## src/rtl/core/avc2ab_pkg.sv

```systemverilog
`timescale 1ns / 1ps

package avc2ab_pkg;

  // Length prefix size in bytes; the start code replaces it byte for byte.
  localparam int unsigned LengthFieldBytes = 4;
  localparam int unsigned LenIdxW = $clog2(LengthFieldBytes);
  localparam logic [LenIdxW-1:0] LenIdxLast = LenIdxW'(LengthFieldBytes - 1);

  localparam int unsigned CountW = 32;
  localparam logic [CountW-1:0] CountMax = '1;
  localparam logic [31:0] CapacityReset = 32'hFFFF_FFFF;

  // APB register map
  localparam int unsigned ApbAddrW = 3;
  localparam int unsigned RegIdxW = 1;
  localparam logic [RegIdxW-1:0] RegOutCapacity = 1'b0;

  localparam logic [4:0] NalTypeMask = 5'h1f;
  localparam logic [4:0] NalTypeIdr = 5'd5;
  localparam logic [4:0] NalTypeSps = 5'd7;
  localparam logic [4:0] NalTypePps = 5'd8;

  typedef enum logic [1:0] {
    STATUS_OK        = 2'd0,
    STATUS_INVALID   = 2'd1,
    STATUS_TOO_SMALL = 2'd2
  } status_e;

  typedef struct packed {
    logic [7:0]        out_byte;
    logic              byte_ok;
    logic              last_out;
    status_e           status;
    logic              has_sps;
    logic              has_pps;
    logic              has_idr;
    logic [CountW-1:0] unit_count;
    logic [CountW-1:0] out_length;
  } result_t;

  // Input beat handed from the input register to the converter.
  typedef struct packed {
    logic       valid;
    logic [7:0] data;
    logic       last;
  } in_beat_t;

  function automatic logic [7:0] start_code_byte(input logic [LenIdxW-1:0] idx);
    start_code_byte = (idx == LenIdxLast) ? 8'h01 : 8'h00;
  endfunction

  function automatic logic [CountW-1:0] sat_inc(input logic [CountW-1:0] v);
    sat_inc = (v == CountMax) ? v : v + CountW'(1);
  endfunction

endpackage

```

## src/rtl/core/avc2ab_in_reg.sv

```systemverilog
`timescale 1ns / 1ps

module avc2ab_in_reg (
  input  logic                 clk_i,
  input  logic                 rst_ni,
  input  logic                 s_axis_tvalid,
  output logic                 s_axis_tready,
  input  logic [7:0]           s_axis_tdata,
  input  logic                 s_axis_tlast,
  input  logic                 take_i,
  output avc2ab_pkg::in_beat_t beat_o
);

  logic       valid_q, valid_d;
  logic [7:0] data_q;
  logic       last_q;
  logic       load;

  // The register refills in the same cycle its beat moves on.
  assign s_axis_tready = !valid_q || take_i;
  assign load          = s_axis_tvalid && s_axis_tready;

  always_comb begin
    valid_d = valid_q;
    if (load) begin
      valid_d = 1'b1;
    end else if (take_i) begin
      valid_d = 1'b0;
    end
  end

  always_ff @(posedge clk_i or negedge rst_ni) begin
    if (!rst_ni) begin
      valid_q <= 1'b0;
    end else begin
      valid_q <= valid_d;
    end
  end

  always_ff @(posedge clk_i) begin
    if (load) begin
      data_q <= s_axis_tdata;
      last_q <= s_axis_tlast;
    end
  end

  assign beat_o.valid = valid_q;
  assign beat_o.data  = data_q;
  assign beat_o.last  = last_q;

endmodule

```

## src/rtl/core/avc2ab_cfg.sv

```systemverilog
`timescale 1ns / 1ps

module avc2ab_cfg (
  input  logic                                clk_i,
  input  logic                                rst_ni,
  input  logic                                psel,
  input  logic                                penable,
  input  logic                                pwrite,
  input  logic [avc2ab_pkg::ApbAddrW-1:0]     paddr,
  input  logic [31:0]                         pwdata,
  output logic [31:0]                         prdata,
  output logic                                pready,
  output logic [31:0]                         out_capacity_o
);

  logic [31:0] capacity_q;
  logic        sel_capacity;

  assign pready = 1'b1;
  assign sel_capacity =
    (paddr[avc2ab_pkg::ApbAddrW-1:2] == avc2ab_pkg::RegOutCapacity);

  always_ff @(posedge clk_i or negedge rst_ni) begin
    if (!rst_ni) begin
      capacity_q <= avc2ab_pkg::CapacityReset;
    end else if (psel && penable && pwrite && pready && sel_capacity) begin
      capacity_q <= pwdata;
    end
  end

  assign prdata         = sel_capacity ? capacity_q : 32'h0;
  assign out_capacity_o = capacity_q;

endmodule

```

## src/rtl/core/avc2ab_conv.sv

```systemverilog
`timescale 1ns / 1ps

module avc2ab_conv (
  input  logic                  clk_i,
  input  logic                  rst_ni,
  input  avc2ab_pkg::in_beat_t  beat_i,
  output logic                  take_o,
  input  logic [31:0]           out_capacity_i,
  output logic                  out_valid_o,
  input  logic                  out_ready_i,
  output avc2ab_pkg::result_t   result_o
);

  localparam int unsigned IdxW = avc2ab_pkg::LenIdxW;
  localparam int unsigned CntW = avc2ab_pkg::CountW;
  localparam int unsigned AccW = 8 * (avc2ab_pkg::LengthFieldBytes - 1);

  logic            in_payload_q, in_payload_d;
  logic [IdxW-1:0] idx_q, idx_d;
  logic [AccW-1:0] acc_q, acc_d;
  logic [31:0]     rem_q, rem_d;
  logic            hdr_q, hdr_d;
  logic            err_q, err_d;
  logic            sps_q, sps_d, pps_q, pps_d, idr_q, idr_d;
  logic [CntW-1:0] nal_q, nal_d;
  logic [CntW-1:0] cnt_q, cnt_d;
  logic            out_valid_q, out_valid_d;
  avc2ab_pkg::result_t res_q, res_d;

  logic [31:0]     len_full;
  logic [4:0]      hdr_type;

  assign take_o   = beat_i.valid && (!out_valid_q || out_ready_i);
  assign len_full = {acc_q, beat_i.data};
  assign hdr_type = beat_i.data[4:0] & avc2ab_pkg::NalTypeMask;

  always_comb begin
    in_payload_d = in_payload_q;
    idx_d        = idx_q;
    acc_d        = acc_q;
    rem_d        = rem_q;
    hdr_d        = hdr_q;
    err_d        = err_q;
    sps_d        = sps_q;
    pps_d        = pps_q;
    idr_d        = idr_q;
    nal_d        = nal_q;
    res_d        = res_q;

    if (!in_payload_q) begin
      res_d.out_byte = avc2ab_pkg::start_code_byte(idx_q);
      if (idx_q == avc2ab_pkg::LenIdxLast) begin
        if (len_full == 32'h0) begin
          err_d = 1'b1;
        end else begin
          in_payload_d = 1'b1;
          rem_d        = len_full;
          hdr_d        = 1'b1;
        end
        idx_d = '0;
        acc_d = '0;
      end else begin
        idx_d = idx_q + IdxW'(1);
        acc_d = len_full[AccW-1:0];
      end
    end else begin
      res_d.out_byte = beat_i.data;
      // The first payload byte is the NAL header; count the unit there.
      if (hdr_q) begin
        if (!err_q) begin
          priority if (hdr_type == avc2ab_pkg::NalTypeSps) begin
            sps_d = 1'b1;
          end else if (hdr_type == avc2ab_pkg::NalTypePps) begin
            pps_d = 1'b1;
          end else if (hdr_type == avc2ab_pkg::NalTypeIdr) begin
            idr_d = 1'b1;
          end else begin
            sps_d = sps_q;
          end
          nal_d = avc2ab_pkg::sat_inc(nal_q);
        end
        hdr_d = 1'b0;
      end
      rem_d = rem_q - 32'd1;
      if (rem_q == 32'd1) begin
        in_payload_d = 1'b0;
      end
    end

    // A buffer that ends inside a prefix or a payload is truncated.
    if (beat_i.last && (in_payload_d || idx_d != '0)) begin
      err_d = 1'b1;
    end

    cnt_d = err_d ? cnt_q : avc2ab_pkg::sat_inc(cnt_q);

    res_d.status = avc2ab_pkg::STATUS_OK;
    if (beat_i.last) begin
      if (err_d || nal_d == '0) begin
        res_d.status = avc2ab_pkg::STATUS_INVALID;
      end else if (cnt_d > out_capacity_i) begin
        res_d.status = avc2ab_pkg::STATUS_TOO_SMALL;
      end
    end

    res_d.byte_ok    = !err_d;
    res_d.last_out   = beat_i.last;
    res_d.has_sps    = sps_d;
    res_d.has_pps    = pps_d;
    res_d.has_idr    = idr_d;
    res_d.unit_count = nal_d;
    res_d.out_length = cnt_d;

    // The final byte closes the buffer; the next one starts from scratch.
    if (beat_i.last) begin
      in_payload_d = 1'b0;
      idx_d        = '0;
      acc_d        = '0;
      rem_d        = '0;
      hdr_d        = 1'b0;
      err_d        = 1'b0;
      sps_d        = 1'b0;
      pps_d        = 1'b0;
      idr_d        = 1'b0;
      nal_d        = '0;
      cnt_d        = '0;
    end
  end

  always_comb begin
    out_valid_d = out_valid_q;
    if (take_o) begin
      out_valid_d = 1'b1;
    end else if (out_ready_i) begin
      out_valid_d = 1'b0;
    end
  end

  always_ff @(posedge clk_i or negedge rst_ni) begin
    if (!rst_ni) begin
      in_payload_q <= 1'b0;
      idx_q        <= '0;
      acc_q        <= '0;
      rem_q        <= '0;
      hdr_q        <= 1'b0;
      err_q        <= 1'b0;
      sps_q        <= 1'b0;
      pps_q        <= 1'b0;
      idr_q        <= 1'b0;
      nal_q        <= '0;
      cnt_q        <= '0;
      out_valid_q  <= 1'b0;
    end else begin
      out_valid_q <= out_valid_d;
      if (take_o) begin
        in_payload_q <= in_payload_d;
        idx_q        <= idx_d;
        acc_q        <= acc_d;
        rem_q        <= rem_d;
        hdr_q        <= hdr_d;
        err_q        <= err_d;
        sps_q        <= sps_d;
        pps_q        <= pps_d;
        idr_q        <= idr_d;
        nal_q        <= nal_d;
        cnt_q        <= cnt_d;
      end
    end
  end

  always_ff @(posedge clk_i) begin
    if (take_o) begin
      res_q <= res_d;
    end
  end

  assign out_valid_o = out_valid_q;
  assign result_o    = res_q;

endmodule

```

## src/rtl/core/avc_to_annexb_converter_unit.sv

```systemverilog
`timescale 1ns / 1ps

// Converts an H.264 length-prefixed (AVC) buffer to Annex B, one byte per
// beat in and one beat out: each 4-byte big-endian length prefix leaves as
// the start code 00 00 00 01 and payload bytes pass unchanged. tlast marks
// the final byte of a buffer; that beat carries the status (ok, invalid, or
// output larger than out_capacity), and all per-buffer state then clears.
// Each beat passes through an input register and then a result register,
// and the unit sustains one byte per clock while m_axis_tready stays high.
// tuser is 1 while no format error has been seen in the buffer.
// out_capacity sits at APB address 0; the user must see that it is written
// only while no buffer is in flight, as the block itself does not enforce it.
module avc_to_annexb_converter_unit (
  input  logic                              clk_i,
  input  logic                              rst_ni,
  // APB configuration
  input  logic                              psel,
  input  logic                              penable,
  input  logic                              pwrite,
  input  logic [avc2ab_pkg::ApbAddrW-1:0]   paddr,
  input  logic [31:0]                       pwdata,
  output logic [31:0]                       prdata,
  output logic                              pready,
  // Input stream
  input  logic                              s_axis_tvalid,
  output logic                              s_axis_tready,
  input  logic [7:0]                        s_axis_tdata,  // in_byte
  input  logic                              s_axis_tlast,  // last_in
  // Output stream
  output logic                              m_axis_tvalid,
  input  logic                              m_axis_tready,
  // out_byte[7:0], status[9:8], has_sps[10], has_pps[11], has_idr[12],
  // unit_count[44:13], out_length[76:45], zero[79:77]
  output logic [79:0]                       m_axis_tdata,
  output logic                              m_axis_tuser,  // byte_ok
  output logic                              m_axis_tlast   // last_out
);

  avc2ab_pkg::in_beat_t beat;
  avc2ab_pkg::result_t  res;
  logic                 take;
  logic [31:0]          out_capacity;

  avc2ab_cfg u_cfg (
    .clk_i          (clk_i),
    .rst_ni         (rst_ni),
    .psel           (psel),
    .penable        (penable),
    .pwrite         (pwrite),
    .paddr          (paddr),
    .pwdata         (pwdata),
    .prdata         (prdata),
    .pready         (pready),
    .out_capacity_o (out_capacity)
  );

  avc2ab_in_reg u_in_reg (
    .clk_i         (clk_i),
    .rst_ni        (rst_ni),
    .s_axis_tvalid (s_axis_tvalid),
    .s_axis_tready (s_axis_tready),
    .s_axis_tdata  (s_axis_tdata),
    .s_axis_tlast  (s_axis_tlast),
    .take_i        (take),
    .beat_o        (beat)
  );

  avc2ab_conv u_conv (
    .clk_i          (clk_i),
    .rst_ni         (rst_ni),
    .beat_i         (beat),
    .take_o         (take),
    .out_capacity_i (out_capacity),
    .out_valid_o    (m_axis_tvalid),
    .out_ready_i    (m_axis_tready),
    .result_o       (res)
  );

  assign m_axis_tdata = {3'b000, res.out_length, res.unit_count, res.has_idr,
                         res.has_pps, res.has_sps, res.status, res.out_byte};
  assign m_axis_tuser = res.byte_ok;
  assign m_axis_tlast = res.last_out;

endmodule
```

## config.mk

```make
export PLATFORM = sky130hd
export DESIGN_NAME = avc_to_annexb_converter_unit
export DESIGN_NICKNAME = d
export VERILOG_FILES = /design/src/rtl/core/avc2ab_pkg.sv /design/src/rtl/core/avc2ab_in_reg.sv /design/src/rtl/core/avc2ab_cfg.sv /design/src/rtl/core/avc2ab_conv.sv /design/src/rtl/core/avc_to_annexb_converter_unit.sv
export SDC_FILE = /design/constraint.sdc
export NUM_CORES = 1
export LEC_CHECK = 0
export BUFFER_PORTS_ARGS = -buffer_cell sky130_fd_sc_hd__buf_2
export CAP_MARGIN = 20
export CORE_MARGIN = 1.5
export CORE_UTILIZATION = 40
export CTS_CLUSTER_DIAMETER = 150
export DETAILED_ROUTE_END_ITERATION = 7
export GPL_TIMING_DRIVEN = 0
export PLACE_DENSITY = 0.65
export REMOVE_ABC_BUFFERS = 1
export SLEW_MARGIN = 15
export SYNTH_ARGS = -nofsm -noshare
export SYNTH_HDL_FRONTEND = slang
export SYNTH_HIERARCHICAL = 1
export SYNTH_SLANG_ARGS = --single-unit
```

## constraint.sdc

```tcl
create_clock -name clk_i -period 12.1 [get_ports clk_i]
set_input_delay 2.42 -clock clk_i [delete_from_list [all_inputs] [get_ports clk_i]]
set_output_delay 2.42 -clock clk_i [all_outputs]
set_load 0.005 [all_outputs]
```

==> qor.yml <==
critical_path:
  crit_required_ns: 9.68
  r2r_end: "u_conv/result_o[68]"
  end_kind: "output port"
  cp.arrival_ns: 4.23
  worstSetupPathType: "input port to output port"
  crit_fanout: 67
  startpoint: "m_axis_tready"
  rr_worst_depth: 15
  r2r_start: "u_conv/rem_q[6]"
  startpoint_type: "input port"
  r2r_setup_slack_ns: 6.59
sta:
  post-route-period-util: 0.5493
  slew_headroom: 0.2784
  setup_viol: 0
  maxSlewViolCount: 0
  fin_hold_ws_ns: 0.5090
  worst_pin_slew_ns: 1.082
  max_clock_freq_mhz: 150.5
  rsz0062_at_grt: "false"
  finalHoldViolCount: 0
  min_period_ns: 6.646
  skew_ns: 0.01399
synthesis:
  synth-main-ff-cell: "dfrtp_1"
  yosys.cell_count.top_type: "nand2_1"
  synth_seq_area_share: 0.4942
  synth-seq-cells: 250
  avgSynthCellArea_um2: 10.07
  synth_edf_count: 88
  yosysWarnings: 6
  synth_top_area_share: 0.2386
  synth_cells: 1354
  ys_types: 83
  synth.area.top_cells: "dfrtp_1 24%, edfxtp_1 19%, dfstp_2 6.2%"
  synthTopCellsByCount: "188 x nand2_1, 130 x dfrtp_1, 117 x o21ai_0, 88 x edfxtp_1, 81 x nor2_1"
  netlist_area_mm2: 0.01363
  async_reset_ff_frac: 0.6480
  synth_area_leader_cell: "dfrtp_1"
power:
  power_density_mw_per_mm2: 165.3
  p_sw_mw: 0.8015
  comb_power_share: 0.234
  pwr-share-clk: 0.323
  leakage_nw: 6.819
  vdd_drop_max_mv: 0.1025
  netSwitchingFraction: 0.3086
  p_seq_frac: 0.443
  p_int_mw: 1.796
finish:
  antenna_cells: 0
  final_cells: 1945
  fin_area_mm2: 0.01571
  final_nets: 1563
  area_delta_synth_final_pct: 15.24
  fillers: 3160
  drive_above_1_share: 0.2131
place:
  dp_hpwl_um: 22890
  place_area_mm2: 0.01478
  dp_cells: 1892
  finalWeightedCongestion: 0.8596
  portBuffers: 161
clocking:
  clkTransAtPathRegs_ns: 0.05
  cts.sinks: 250
  clockBufferDepth: 3
  clock-root-buffer: "clkbuf_16"
  cts_resized: 0
  clk_latency_ns: 0.54
  cts_made_buffers: 28
  htreeDepth: 1
  tritoncts: "built"
  postCtsSetupBuffers: 0
  hold_buffers: 0
detailed_routing:
  drc: 0
  drt_wl_total_um: 32640
  first_iter_violations: 700
  vias: 10340
  antenna_left: 0
  vias_per_cell: 5.315
  firstDrtPassIters: 7
  wl_per_cell_um: 16.78
hold_path:
  hold_end: "u_conv/hdr_q"
  min_from: "u_conv/hdr_q"
  worstHoldPathType: "flip-flop to flip-flop"
  whs_path_depth: 1
floorplanning:
  core_mm2: 0.03353
  dieArea_mm2: 0.03520
  start_util: 0.4065
  design.portCount: 168
  fp.dieH_um: 187.6
  num_rows: 67
  die_x_um: 187.6
global_routing:
  grt_usage: 0.1821
  grt_antenna_before_repair: 0
  grt_overflow: 0
  grt_max_degree: 88
  grt_pass1_vias: 9941
  grt_pass1_wl_um: 52830
status:
  outcome: "finished, final reports clean"
job:
  max_cap_viol_count: 0
## power groups by stage
stage               sequential [mW]  clock (mW)  combinational, mW
floorplan                      1.13           0              0.411
global placement               1.16           0              0.577
detailed placement             1.16           0              0.604
CTS                            1.15       0.864              0.608
global route                   1.17       0.895              0.679
finish                         1.15       0.840              0.608
## area by class of cell
type,instances,area [um^2],share of cell area
clock inverter,11,103.9,0.006611
timing repair buffer,172,1018,0.06483
clock buffer,41,810.8,0.05161
multi-input combinational,968,6267,0.3990
sequential,250,6736,0.4288
inverter,55,211.5,0.01346
tap,448,560.5,0.03568
## cells in the final DEF, fill, tap and decap left out, types with 8 or more instances in the layout
cell type  Yosys  final
nor2b_1       36     36
xor2_1        29     29
nand2_1      188    187
a22o_1        12     12
or3_1          8      8
dfstp_2       32     32
ha_1          37     37
nor4_1        30     30
dfrtp_1      130    130
clkinv_2       0      8
a21oi_1       36     36
buf_2          7    161
clkbuf_1      49      8
clkbuf_16      0     29
mux2i_1       24     24
nor3_1        42     41
or4_1         10     10
o31ai_1        8      8
xnor2_1       57     57
nor2_1        81     79
a21o_1         9      9
edfxtp_1      88     88
and3_1        12     12
nand4_1       27     27
inv_1         55     54
o21ai_0      117    117
and2_1        11     11
mux2_4        30     30
nand3_1       47     47
## logic make-up after synthesis
kind of cell / count (synthesis) / share of synthesized area
XOR/XNOR: 86 / 0.05525
multiplexers: 57 / 0.05314
AO/OA/AOI/OAI: 244 / 0.1114
adder cells (fa/ha/maj): 37 / 0.03396
AND/OR/NAND/NOR: 540 / 0.2034
buffers and inverters: 138 / 0.04809
flip-flops: 250 / 0.4942
other: 2 / 0.0005509
## how the worst max path moves through the flow
stage | slack, ns | endpoint | depth (start not counted)
2_1_floorplan | 3.29 | s_axis_tready | 4
3_3_place_gp | -1.11 | u_conv/rem_q[21] | 8
3_5_place_dp | 5.42 | s_axis_tready | 8
4_1_cts | 5.43 | s_axis_tready | 8
5_1_grt | 5.28 | s_axis_tready | 8
6_report | 5.45 | s_axis_tready | 8
## through the flow
step | setup TNS (ns) | utilization | power (mW) | setup WS (ns)
2_1_floorplan | 0 | - | 1.544 | 3.290
3_3_place_gp | -25.46 | 0.4341 | 1.742 | -1.111
3_5_place_dp | 0 | 0.4407 | 1.766 | 5.424
4_1_cts | 0 | 0.4680 | 2.620 | 5.426
5_1_grt | 0 | 0.4685 | 2.743 | 5.283
6_report | 0 | 0.4685 | 2.597 | 5.454
## metal layers
metal / up-vias / track usage / routed length (um)
li1: 5061 / - / -
met1: 4931 / 0.2578 / 15560
met2: 296 / 0.2885 / 14490
met3: 49 / 0.02826 / 1734
met4: 0 / 0.05262 / 858
met5: - / 0 / 0
## worst max-delay path, cell delays in order
cell	delay [ns]
buf_2	0.07
nand2b_1	0.15
nand2_4	0.22
buf_16	0.28
inv_6	0.37
buf_16	0.34
nand2b_4	0.20
buf_2	0.11
## state kept, by name (all words and copies together), names as in the netlist
signal and flops:
u_in_reg/data_q 8, u_conv/err_q 1, u_conv/nal_q 32, u_conv/rem_q 32, u_conv/idx_q 2, u_conv/out_valid_o 1, u_conv/pps_q 1, u_conv/hdr_q 1
u_in_reg/last_q 1, u_in_reg/valid_q 1, u_conv/in_payload_q 1, u_conv/result_o 79, u_conv/idr_q 1, u_conv/cnt_q 32, u_conv/sps_q 1, u_conv/acc_q 24
u_cfg/out_capacity_o 32
Power figures use the tool's default switching activity.
